===== src/rtl/core/assert_macros.svh =====
// assertion macros included by the scheduler rtl
`ifndef ASSERT_MACROS_SVH
`define ASSERT_MACROS_SVH

// same-cycle implication, checked on every rising clk outside reset
`define ASSERT_SAME(label, ante, cons, msg) \
  label: assert property (@(posedge clk) disable iff (rst) (ante) |-> (cons)) \
    else $error(msg);

// next-cycle implication, checked on every rising clk outside reset
`define ASSERT_NEXT(label, ante, cons, msg) \
  label: assert property (@(posedge clk) disable iff (rst) (ante) |=> (cons)) \
    else $error(msg);

`endif


===== src/rtl/core/rrsched_pkg.sv =====
// types and constants of the round-robin thread scheduler
package rrsched_pkg;

  // command codes
  typedef enum logic [1:0] {
    CMD_TICK  = 2'd0,
    CMD_SCHED = 2'd1,
    CMD_SLEEP = 2'd2,
    CMD_BLOCK = 2'd3
  } cmd_t;

  // configuration register indexes
  localparam int CFG_IDX_W = 3;
  localparam logic [CFG_IDX_W-1:0] CFG_THREAD_COUNT = 3'd0;
  localparam logic [CFG_IDX_W-1:0] CFG_EVENT_COUNT  = 3'd1;
  localparam logic [CFG_IDX_W-1:0] CFG_PERIOD_ZERO  = 3'd2;
  localparam logic [CFG_IDX_W-1:0] CFG_PERIOD_ONE   = 3'd3;
  localparam logic [CFG_IDX_W-1:0] CFG_PERIOD_TWO   = 3'd4;
  localparam logic [CFG_IDX_W-1:0] CFG_PERIOD_THREE = 3'd5;

  typedef struct packed {
    cmd_t        cmd;
    logic [2:0]  target_thread;
    logic [31:0] sleep_ticks;
    logic        block_value;
  } in_item_t;

  typedef struct packed {
    logic [2:0]  running_thread;
    logic        switch_request;
    logic [3:0]  fired_events;
    logic [7:0]  woken_threads;
    logic        none_runnable;
    logic [31:0] time_now;
  } result_t;

endpackage


===== src/rtl/core/rr_thread_scheduler_sleep_periodic.sv =====
// round-robin thread scheduler with sleep timers and periodic events
//
// usage
// - command channel: item is transferred at a rising clk with start high and
//   busy low; busy stays high until the result for that command is out
// - result channel: result is valid for exactly one cycle, marked by
//   result_valid; the receiver cannot stall, so nothing ever backs up
// - config channel: cfg_valid/cfg_ready write cfg_data to register cfg_index;
//   cfg_ready is low while busy and while a command is offered on start
// - steps from transfer to result strobe, one shared 32-bit add/compare
//   unit stepped by the sequencer:
//     tick      S_TICK_INC, S_TICK_EVT per active event, then S_TICK_THR
//               per ring thread; schedule S_SCHED, one candidate per cycle
//     sleep     S_SLEEP, block S_BLOCK
// - a new command is taken in the same cycle as the previous result strobe
// - reset (rst, synchronous): time 0, thread 0, all threads awake and
//   unblocked, periods 0, event i due at time i, one thread, no events
module rr_thread_scheduler_sleep_periodic #(
  parameter int THREAD_SLOTS = 8,
  parameter int EVENT_SLOTS  = 4
) (
  input  logic                              clk,
  input  logic                              rst,
  input  logic                              start,
  output logic                              busy,
  input  rrsched_pkg::in_item_t             item,
  output logic                              result_valid,
  output rrsched_pkg::result_t              result,
  input  logic                              cfg_valid,
  output logic                              cfg_ready,
  input  logic [rrsched_pkg::CFG_IDX_W-1:0] cfg_index,
  input  logic [31:0]                       cfg_data
);
  import rrsched_pkg::*;

  `include "assert_macros.svh"

  // index widths and count widths (counts hold the slot number itself)
  localparam int TW  = (THREAD_SLOTS > 1) ? $clog2(THREAD_SLOTS) : 1;
  localparam int EW  = (EVENT_SLOTS > 1) ? $clog2(EVENT_SLOTS) : 1;
  localparam int CW  = $clog2(THREAD_SLOTS + 1);
  localparam int ECW = $clog2(EVENT_SLOTS + 1);

  // one-hot sequencer states
  typedef enum logic [6:0] {
    S_IDLE     = 7'b0000001,
    S_TICK_INC = 7'b0000010,
    S_TICK_EVT = 7'b0000100,
    S_TICK_THR = 7'b0001000,
    S_SCHED    = 7'b0010000,
    S_SLEEP    = 7'b0100000,
    S_BLOCK    = 7'b1000000
  } state_t;

  state_t state;

  // configuration
  logic [3:0]  thread_count;
  logic [2:0]  event_count;
  logic [31:0] periods [EVENT_SLOTS];

  // scheduler state
  logic [31:0] sys_time;
  logic [TW-1:0] cur;
  logic [THREAD_SLOTS-1:0] asleep;
  logic [THREAD_SLOTS-1:0] blocked;
  logic [31:0] wake_times [THREAD_SLOTS];
  logic [31:0] due_times [EVENT_SLOTS];

  // sequencer working registers
  in_item_t item_q;
  logic [TW-1:0]  scan_idx;
  logic [CW-1:0]  scan_cnt;
  logic [EW-1:0]  ev_idx;
  logic [EVENT_SLOTS-1:0]  fired;
  logic [THREAD_SLOTS-1:0] woken;
  logic sw_r;
  logic none_r;

  // effective ring size and active event count
  logic [CW-1:0]  ring_n;
  logic [ECW-1:0] ev_n;

  always_comb begin
    if (thread_count == 4'd0) begin
      ring_n = CW'(1);
    end else if ({28'd0, thread_count} > 32'(THREAD_SLOTS)) begin
      ring_n = CW'(THREAD_SLOTS);
    end else begin
      ring_n = CW'(thread_count);
    end
    if ({29'd0, event_count} > 32'(EVENT_SLOTS)) begin
      ev_n = ECW'(EVENT_SLOTS);
    end else begin
      ev_n = ECW'(event_count);
    end
  end

  // shared arithmetic unit: three-input add plus compare of d against b
  logic [31:0] alu_a, alu_b, alu_c, alu_d;
  logic [31:0] alu_sum;
  logic        alu_eq, alu_le;

  always_comb begin
    alu_a = '0;
    alu_b = '0;
    alu_c = '0;
    alu_d = '0;
    case (state)
      S_TICK_INC: begin
        alu_a = sys_time;
        alu_c = 32'd1;
      end
      S_TICK_EVT: begin
        // rearm value is period + time + event index
        alu_a = periods[ev_idx];
        alu_b = sys_time;
        alu_c = 32'(ev_idx);
        alu_d = due_times[ev_idx];
      end
      S_TICK_THR: begin
        alu_b = sys_time;
        alu_d = wake_times[scan_idx];
      end
      S_SLEEP: begin
        alu_a = sys_time;
        alu_b = item_q.sleep_ticks;
      end
      default: begin
      end
    endcase
  end

  assign alu_sum = alu_a + alu_b + alu_c;
  assign alu_eq  = (alu_d == alu_b);
  assign alu_le  = (alu_d <= alu_b);

  // first schedule candidate: the thread after the current one, or thread 0
  logic [CW-1:0] cand_first;
  logic [CW-1:0] cand_inc;
  logic [TW-1:0] sched_start;
  logic [TW-1:0] sched_next;

  always_comb begin
    cand_first  = CW'(cur) + CW'(1);
    sched_start = (cand_first >= ring_n) ? '0 : TW'(cand_first);
    cand_inc    = CW'(scan_idx) + CW'(1);
    sched_next  = (cand_inc >= ring_n) ? '0 : TW'(cand_inc);
  end

  logic accept;
  logic [1:0] period_k;
  assign accept   = start && (state == S_IDLE);
  assign period_k = 2'(cfg_index - CFG_PERIOD_ZERO);

  // command latch, payload only
  always_ff @(posedge clk) begin
    if (accept) begin
      item_q <= item;
    end
  end

  always_ff @(posedge clk) begin
    if (rst) begin
      state        <= S_IDLE;
      thread_count <= 4'd1;
      event_count  <= 3'd0;
      sys_time     <= '0;
      cur          <= '0;
      asleep       <= '0;
      blocked      <= '0;
      scan_idx     <= '0;
      scan_cnt     <= '0;
      ev_idx       <= '0;
      fired        <= '0;
      woken        <= '0;
      sw_r         <= 1'b0;
      none_r       <= 1'b0;
      result_valid <= 1'b0;
      for (int i = 0; i < THREAD_SLOTS; i++) begin
        wake_times[i] <= '0;
      end
      for (int i = 0; i < EVENT_SLOTS; i++) begin
        periods[i]   <= '0;
        due_times[i] <= 32'(i);
      end
    end else begin
      result_valid <= 1'b0;

      case (state)
        S_IDLE: begin
          if (start) begin
            fired    <= '0;
            woken    <= '0;
            sw_r     <= 1'b0;
            none_r   <= 1'b0;
            scan_idx <= '0;
            scan_cnt <= '0;
            ev_idx   <= '0;
            case (item.cmd)
              CMD_TICK: begin
                sw_r  <= 1'b1;
                state <= S_TICK_INC;
              end
              CMD_SCHED: begin
                scan_idx <= sched_start;
                state    <= S_SCHED;
              end
              CMD_SLEEP: begin
                sw_r  <= 1'b1;
                state <= S_SLEEP;
              end
              default: begin
                state <= S_BLOCK;
              end
            endcase
          end
        end

        S_TICK_INC: begin
          sys_time <= alu_sum;
          if (ev_n != '0) begin
            state <= S_TICK_EVT;
          end else begin
            state <= S_TICK_THR;
          end
        end

        S_TICK_EVT: begin
          // due <= time: fire and rearm
          if (alu_le) begin
            due_times[ev_idx] <= alu_sum;
            fired[ev_idx]     <= 1'b1;
          end
          if (ECW'(ev_idx) == ev_n - ECW'(1)) begin
            state <= S_TICK_THR;
          end else begin
            ev_idx <= EW'(ev_idx + 1'b1);
          end
        end

        S_TICK_THR: begin
          // sleeper whose wake time matches the time wakes up
          if (asleep[scan_idx] && alu_eq) begin
            asleep[scan_idx]     <= 1'b0;
            wake_times[scan_idx] <= '0;
            woken[scan_idx]      <= 1'b1;
          end
          if (CW'(scan_idx) == ring_n - CW'(1)) begin
            result_valid <= 1'b1;
            state        <= S_IDLE;
          end else begin
            scan_idx <= TW'(scan_idx + 1'b1);
          end
        end

        S_SCHED: begin
          if (!asleep[scan_idx] && !blocked[scan_idx]) begin
            cur          <= scan_idx;
            result_valid <= 1'b1;
            state        <= S_IDLE;
          end else if (scan_cnt == ring_n - CW'(1)) begin
            // whole ring visited, keep the current thread
            none_r       <= 1'b1;
            result_valid <= 1'b1;
            state        <= S_IDLE;
          end else begin
            scan_cnt <= scan_cnt + CW'(1);
            scan_idx <= sched_next;
          end
        end

        S_SLEEP: begin
          wake_times[cur] <= alu_sum;
          asleep[cur]     <= 1'b1;
          result_valid    <= 1'b1;
          state           <= S_IDLE;
        end

        S_BLOCK: begin
          if ({29'd0, item_q.target_thread} < 32'(THREAD_SLOTS)) begin
            blocked[TW'(item_q.target_thread)] <= item_q.block_value;
          end
          result_valid <= 1'b1;
          state        <= S_IDLE;
        end

        default: begin
          state <= S_IDLE;
        end
      endcase

      // config transfer, only while idle
      if (cfg_valid && cfg_ready) begin
        case (cfg_index)
          CFG_THREAD_COUNT: begin
            thread_count <= cfg_data[3:0];
          end
          CFG_EVENT_COUNT: begin
            event_count <= cfg_data[2:0];
          end
          CFG_PERIOD_ZERO, CFG_PERIOD_ONE, CFG_PERIOD_TWO, CFG_PERIOD_THREE: begin
            // writing a period rearms its event at period + index
            if (32'(period_k) < 32'(EVENT_SLOTS)) begin
              periods[EW'(period_k)]   <= cfg_data;
              due_times[EW'(period_k)] <= cfg_data + 32'(period_k);
            end
          end
          default: begin
          end
        endcase
      end
    end
  end

  assign busy      = (state != S_IDLE);
  assign cfg_ready = (state == S_IDLE) && !start;

  // masks and thread index padded to the result field widths
  logic [EVENT_SLOTS+3:0]  fired_pad;
  logic [THREAD_SLOTS+7:0] woken_pad;
  logic [TW+2:0]           cur_pad;

  assign fired_pad = {4'd0, fired};
  assign woken_pad = {8'd0, woken};
  assign cur_pad   = {3'd0, cur};

  always_comb begin
    result.running_thread = cur_pad[2:0];
    result.switch_request = sw_r;
    result.fired_events   = fired_pad[3:0];
    result.woken_threads  = woken_pad[7:0];
    result.none_runnable  = none_r;
    result.time_now       = sys_time;
  end

  // checks
  `ASSERT_NEXT(a_accept_busy, start && !busy, busy, "command transfer did not raise busy")
  `ASSERT_SAME(a_strobe_idle, result_valid, !busy, "result strobe while sequencer busy")
  `ASSERT_SAME(a_none_no_switch, result_valid, !(none_r && sw_r),
               "none_runnable and switch_request together")
  `ASSERT_SAME(a_scan_in_ring, state == S_TICK_THR || state == S_SCHED,
               CW'(scan_idx) < ring_n, "thread scan index outside the ring")

endmodule


===== config.mk =====
export PLATFORM = sky130hd
export DESIGN_NAME = rr_thread_scheduler_sleep_periodic
export DESIGN_NICKNAME = d
export VERILOG_FILES = /design/src/rtl/core/rrsched_pkg.sv /design/src/rtl/core/rr_thread_scheduler_sleep_periodic.sv
export VERILOG_INCLUDE_DIRS = /design/src /design/src/rtl/core
export SDC_FILE = /design/constraint.sdc
export NUM_CORES = 1
export LEC_CHECK = 0
export ABC_AREA = 1
export BUFFER_PORTS_ARGS = -buffer_cell sky130_fd_sc_hd__buf_2
export CAP_MARGIN = 5
export CORE_ASPECT_RATIO = 1.1
export CORE_MARGIN = 1.5
export CORE_UTILIZATION = 55
export CTS_CLUSTER_SIZE = 10
export DETAILED_ROUTE_END_ITERATION = 12
export PLACE_DENSITY_LB_ADDON = 0.2
export SLEW_MARGIN = 20
export SYNTH_ARGS = -nofsm -noshare
export SYNTH_HDL_FRONTEND = slang
export SYNTH_SLANG_ARGS = --single-unit

===== constraint.sdc =====
create_clock -name clk -period 6.2 [get_ports clk]
set_input_delay 1.24 -clock clk [delete_from_list [all_inputs] [get_ports clk]]
set_output_delay 1.24 -clock clk [all_outputs]
set_load 0.01 [all_outputs]

==> flow_summary_export.csv <==
group,metric,value,unit
sta,hold_viol_final,0,
clock_tree,htreeDepth,3,
die,die_w,235,microns
clock_tree,cts_setup_buffers,0,
setup_path,cpMostUsedCell,"nand2_1",
final_layout,area_delta_synth_final,11.4,%
setup_path,cpPeakStageDelay,810,ps
setup_path,regToRegSetupSlack,680,ps
die,die_h,258,microns
logic_synthesis,async_flop_share,0,%
sta,finalSetupTns,0,ps
setup_path,crit_chain,"nor2_2 > nand3_1 > nor2_4 > inv_1 > nand2_1 > a22oi_1 > fa_1 > inv_1 > ha_1 > fa_1 > nand3_1 > nand2_1 > nand2_1 > nand2_1 > inv_1 > o21bai_1 > nand2_1 > nand2_1 > xnor2_1 > o21ai_0 > inv_1 > nor2_1",
routing,vias,26800,
routing,dr.pass1.iters,6,
sta,period_minus_slack,5520,ps
setup_path,worstReg2RegStart,"state[1]",
final_layout,nNetsFinal,3777,
clock_tree,clkTransAtPathRegs,50,ps
setup_path,cp.required,6550,ps
run,cap_violations,0,
worst_hold_path,hp-class,"reg2reg",
sta,hold_ws,453,ps
final_layout,multi_input_area,0.0122,sq mm
final_layout,ff_latch_area,0.0184,sq mm
global_routing,antenna_found_initial,2,
logic_synthesis,yosysSeqAreaShare,56.4,%
logic_synthesis,synth-seq-cells,642,
clock_tree,cts_buffers,75,
setup_path,crit_slowest_cell,"nand2_1",
sta,worst_slew_pin_slew,1100,ps
logic_synthesis,synth-edff-count,548,
logic_synthesis,postSynthCellCount,3497,
clock_tree,cts-root-buf,"clkbuf_16",
die,die_area,0.0605,sq mm
routing,drt-initial-drc-count,3582,
global_routing,grt_max_degree,73,
power_and_ir_drop,p_per_area,290,mW/mm^2
setup_path,critPathBufInv,4,
logic_synthesis,synthFlopType,"edfxtp_1",
routing,vias_per_cell,6.08,
power_and_ir_drop,power_leakage,14.3,nW
setup_path,arrival,5870,ps
die,initial_utilization,55.5,%
placement,place_hpwl,71600,microns
setup_path,worstPathMaxFanout,26,
routing,wl,107000,microns
power_and_ir_drop,ir_worst_vdd,0.000231,V
global_routing,grt.overflow.total,0,
setup_path,end_kind,"flop",
sta,setup_violations,0,
logic_synthesis,synth_cell_types,50,
setup_path,cp-startpoint,"state[1]",
global_routing,gr-usage-all-layers,34.7,%
logic_synthesis,mappedNetlistNets,3690,
sta,clock_skew,24.8,ps
placement,gp_congestion,1.03,
sta,period_share,89.0,%
routing,drc_errors,0,
setup_path,crit_type,"reg2reg",
final_layout,final_common_cell,"nor2_1",
clock_tree,clockBufferDepth,3,
clock_tree,cts_sinks,642,
clock_tree,cts_hold_buf,0,
worst_hold_path,hold_start,"woken[2]",
sta,relSlewSlack,26.4,%
clock_tree,clk_latency,630,ps
setup_path,start_kind,"flop",
routing,avgRoutedWirePerCell,24.2,microns
final_layout,final_cell_mix,"nor2_1, edfxtp_1, nand2_1",
clock_tree,cts_resized,0,
power_and_ir_drop,power,10.5,mW
final_layout,drive_gt1_share,9.51,%
placement,numPortBuffers,128,
die,core_area,0.0585,sq mm
logic_synthesis,ys_warn_count,0,
global_routing,grt_pass1_wl,157000,microns
logic_synthesis,avgSynthCellArea,9.29,sq um
logic_synthesis,synthesis.area,0.0325,sq mm
clock_tree,cts_tree,"built",
final_layout,fill_cells,4838,
sta,max_freq,181,MHz
global_routing,grt_pass1_vias,25500,
routing,drtAntennaViolNets,0,
setup_path,cp_top_family,"simple AND/OR/NAND/NOR gates",
die,core.rowCount,93,
sta,drv_slew,0,
outcome,status,"completed",
die,ios,129,
sta,rsz0062_at_grt,"no",
[worst register-to-register path, stage by stage (launching register included)]
cell and delay [ps]:
dfxtp_1 340, nor2_2 150, nand3_1 140, nor2_4 140
inv_1 110, nand2_1 810, a22oi_1 300, fa_1 580
inv_1 40, ha_1 230, fa_1 410, nand3_1 90
nand2_1 110, nand2_1 80, nand2_1 90, inv_1 70
o21bai_1 130, nand2_1 100, nand2_1 80, xnor2_1 580
o21ai_0 420, inv_1 200, nor2_1 70
[synth_stat cells (20+ instances only)]
master | instances | area share, %
nor2_1 | 830 | 9.6
edfxtp_1 | 548 | 51
nand2_1 | 413 | 4.8
o21ai_0 | 355 | 5.5
inv_1 | 296 | 3.4
a21oi_1 | 141 | 2.2
clkbuf_1 | 122 | 1.4
ha_1 | 112 | 4.3
dfxtp_1 | 94 | 5.8
nand3_1 | 93 | 1.4
o22ai_1 | 68 | 1.3
nor3_1 | 51 | 0.79
buf_2 | 39 | 0.60
a21boi_0 | 35 | 0.81
o32ai_1 | 34 | 0.92
mux2i_1 | 30 | 0.92
o221ai_1 | 30 | 0.81
inv_2 | 20 | 0.23
[where the power goes]
part / switching, mW / internal [mW]
Clock: 1.76 / 2.31
Combinational: 1.01 / 0.395
Sequential: 0.129 / 4.89
Total: 2.90 / 7.60
[per-layer routing]
layer / global-route usage [%] / up-vias / routed length [microns]
met4: 18.7 / 0 / 6020
met2: 55.2 / 1524 / 48800
met1: 45.1 / 12800 / 41100
li1: - / 12200 / -
met3: 6.88 / 256 / 10700
met5: 0 / - / 0
[cells by family after synthesis]
group,count (synthesis),share of synthesized area [%]
AO/OA/AOI/OAI,728,13.1
multiplexers,30,0.924
adder cells (fa/ha/maj),116,4.56
XOR/XNOR,36,0.970
buffers and inverters,503,6.09
flip-flops,642,56.4
AND/OR/NAND/NOR,1442,17.9
[sequential cells by signal (all words and copies together) (netlist names), named ones only]
signal / count
sys_time: 32
cur: 3
woken: 8
asleep: 8
blocked: 8
state: 7
due_times: 128
wake_times: 256
scan_cnt: 4
scan_idx: 3
result_valid: 1
thread_count: 4
fired: 4
sw_r: 1
none_r: 1
item_q: 36
periods: 128
ev_idx: 2
event_count: 3
[area by class of cell]
| cell class | instances | area share [%] |
|---|---|---|
| diodes | 2 | 0.0138 |
| flip-flops and latches | 642 | 50.7 |
| clock buffers | 123 | 5.77 |
| well taps | 760 | 2.63 |
| clock inverters | 10 | 0.384 |
| inverters | 319 | 3.31 |
| multi-input cells | 2352 | 33.7 |
| repair buffers | 194 | 3.44 |
[per-stage QoR]
stage          instances  util (%)  area [sq um]  setup slack [ps]
6_report            4402      61.8         36200               681
5_1_grt             4402      61.8         36200               397
4_1_cts             4399      61.8         36100               813
3_5_place_dp        4266      58.0         33900               870
3_3_place_gp        4266      58.0         33900               963
2_1_floorplan       3497         -         32500               794
[path summary, 6_finish.rpt]
| check | to | cells after the start |
|---|---|---|
| worst max register to register | due_times[1][19] | 22 |
| worst min register to register | woken[2] | 2 |
| worst max-delay path | due_times[1][19] | 22 |
| worst min-delay path | woken[2] | 2 |
Note: power is estimated with default switching activity, not from simulation.
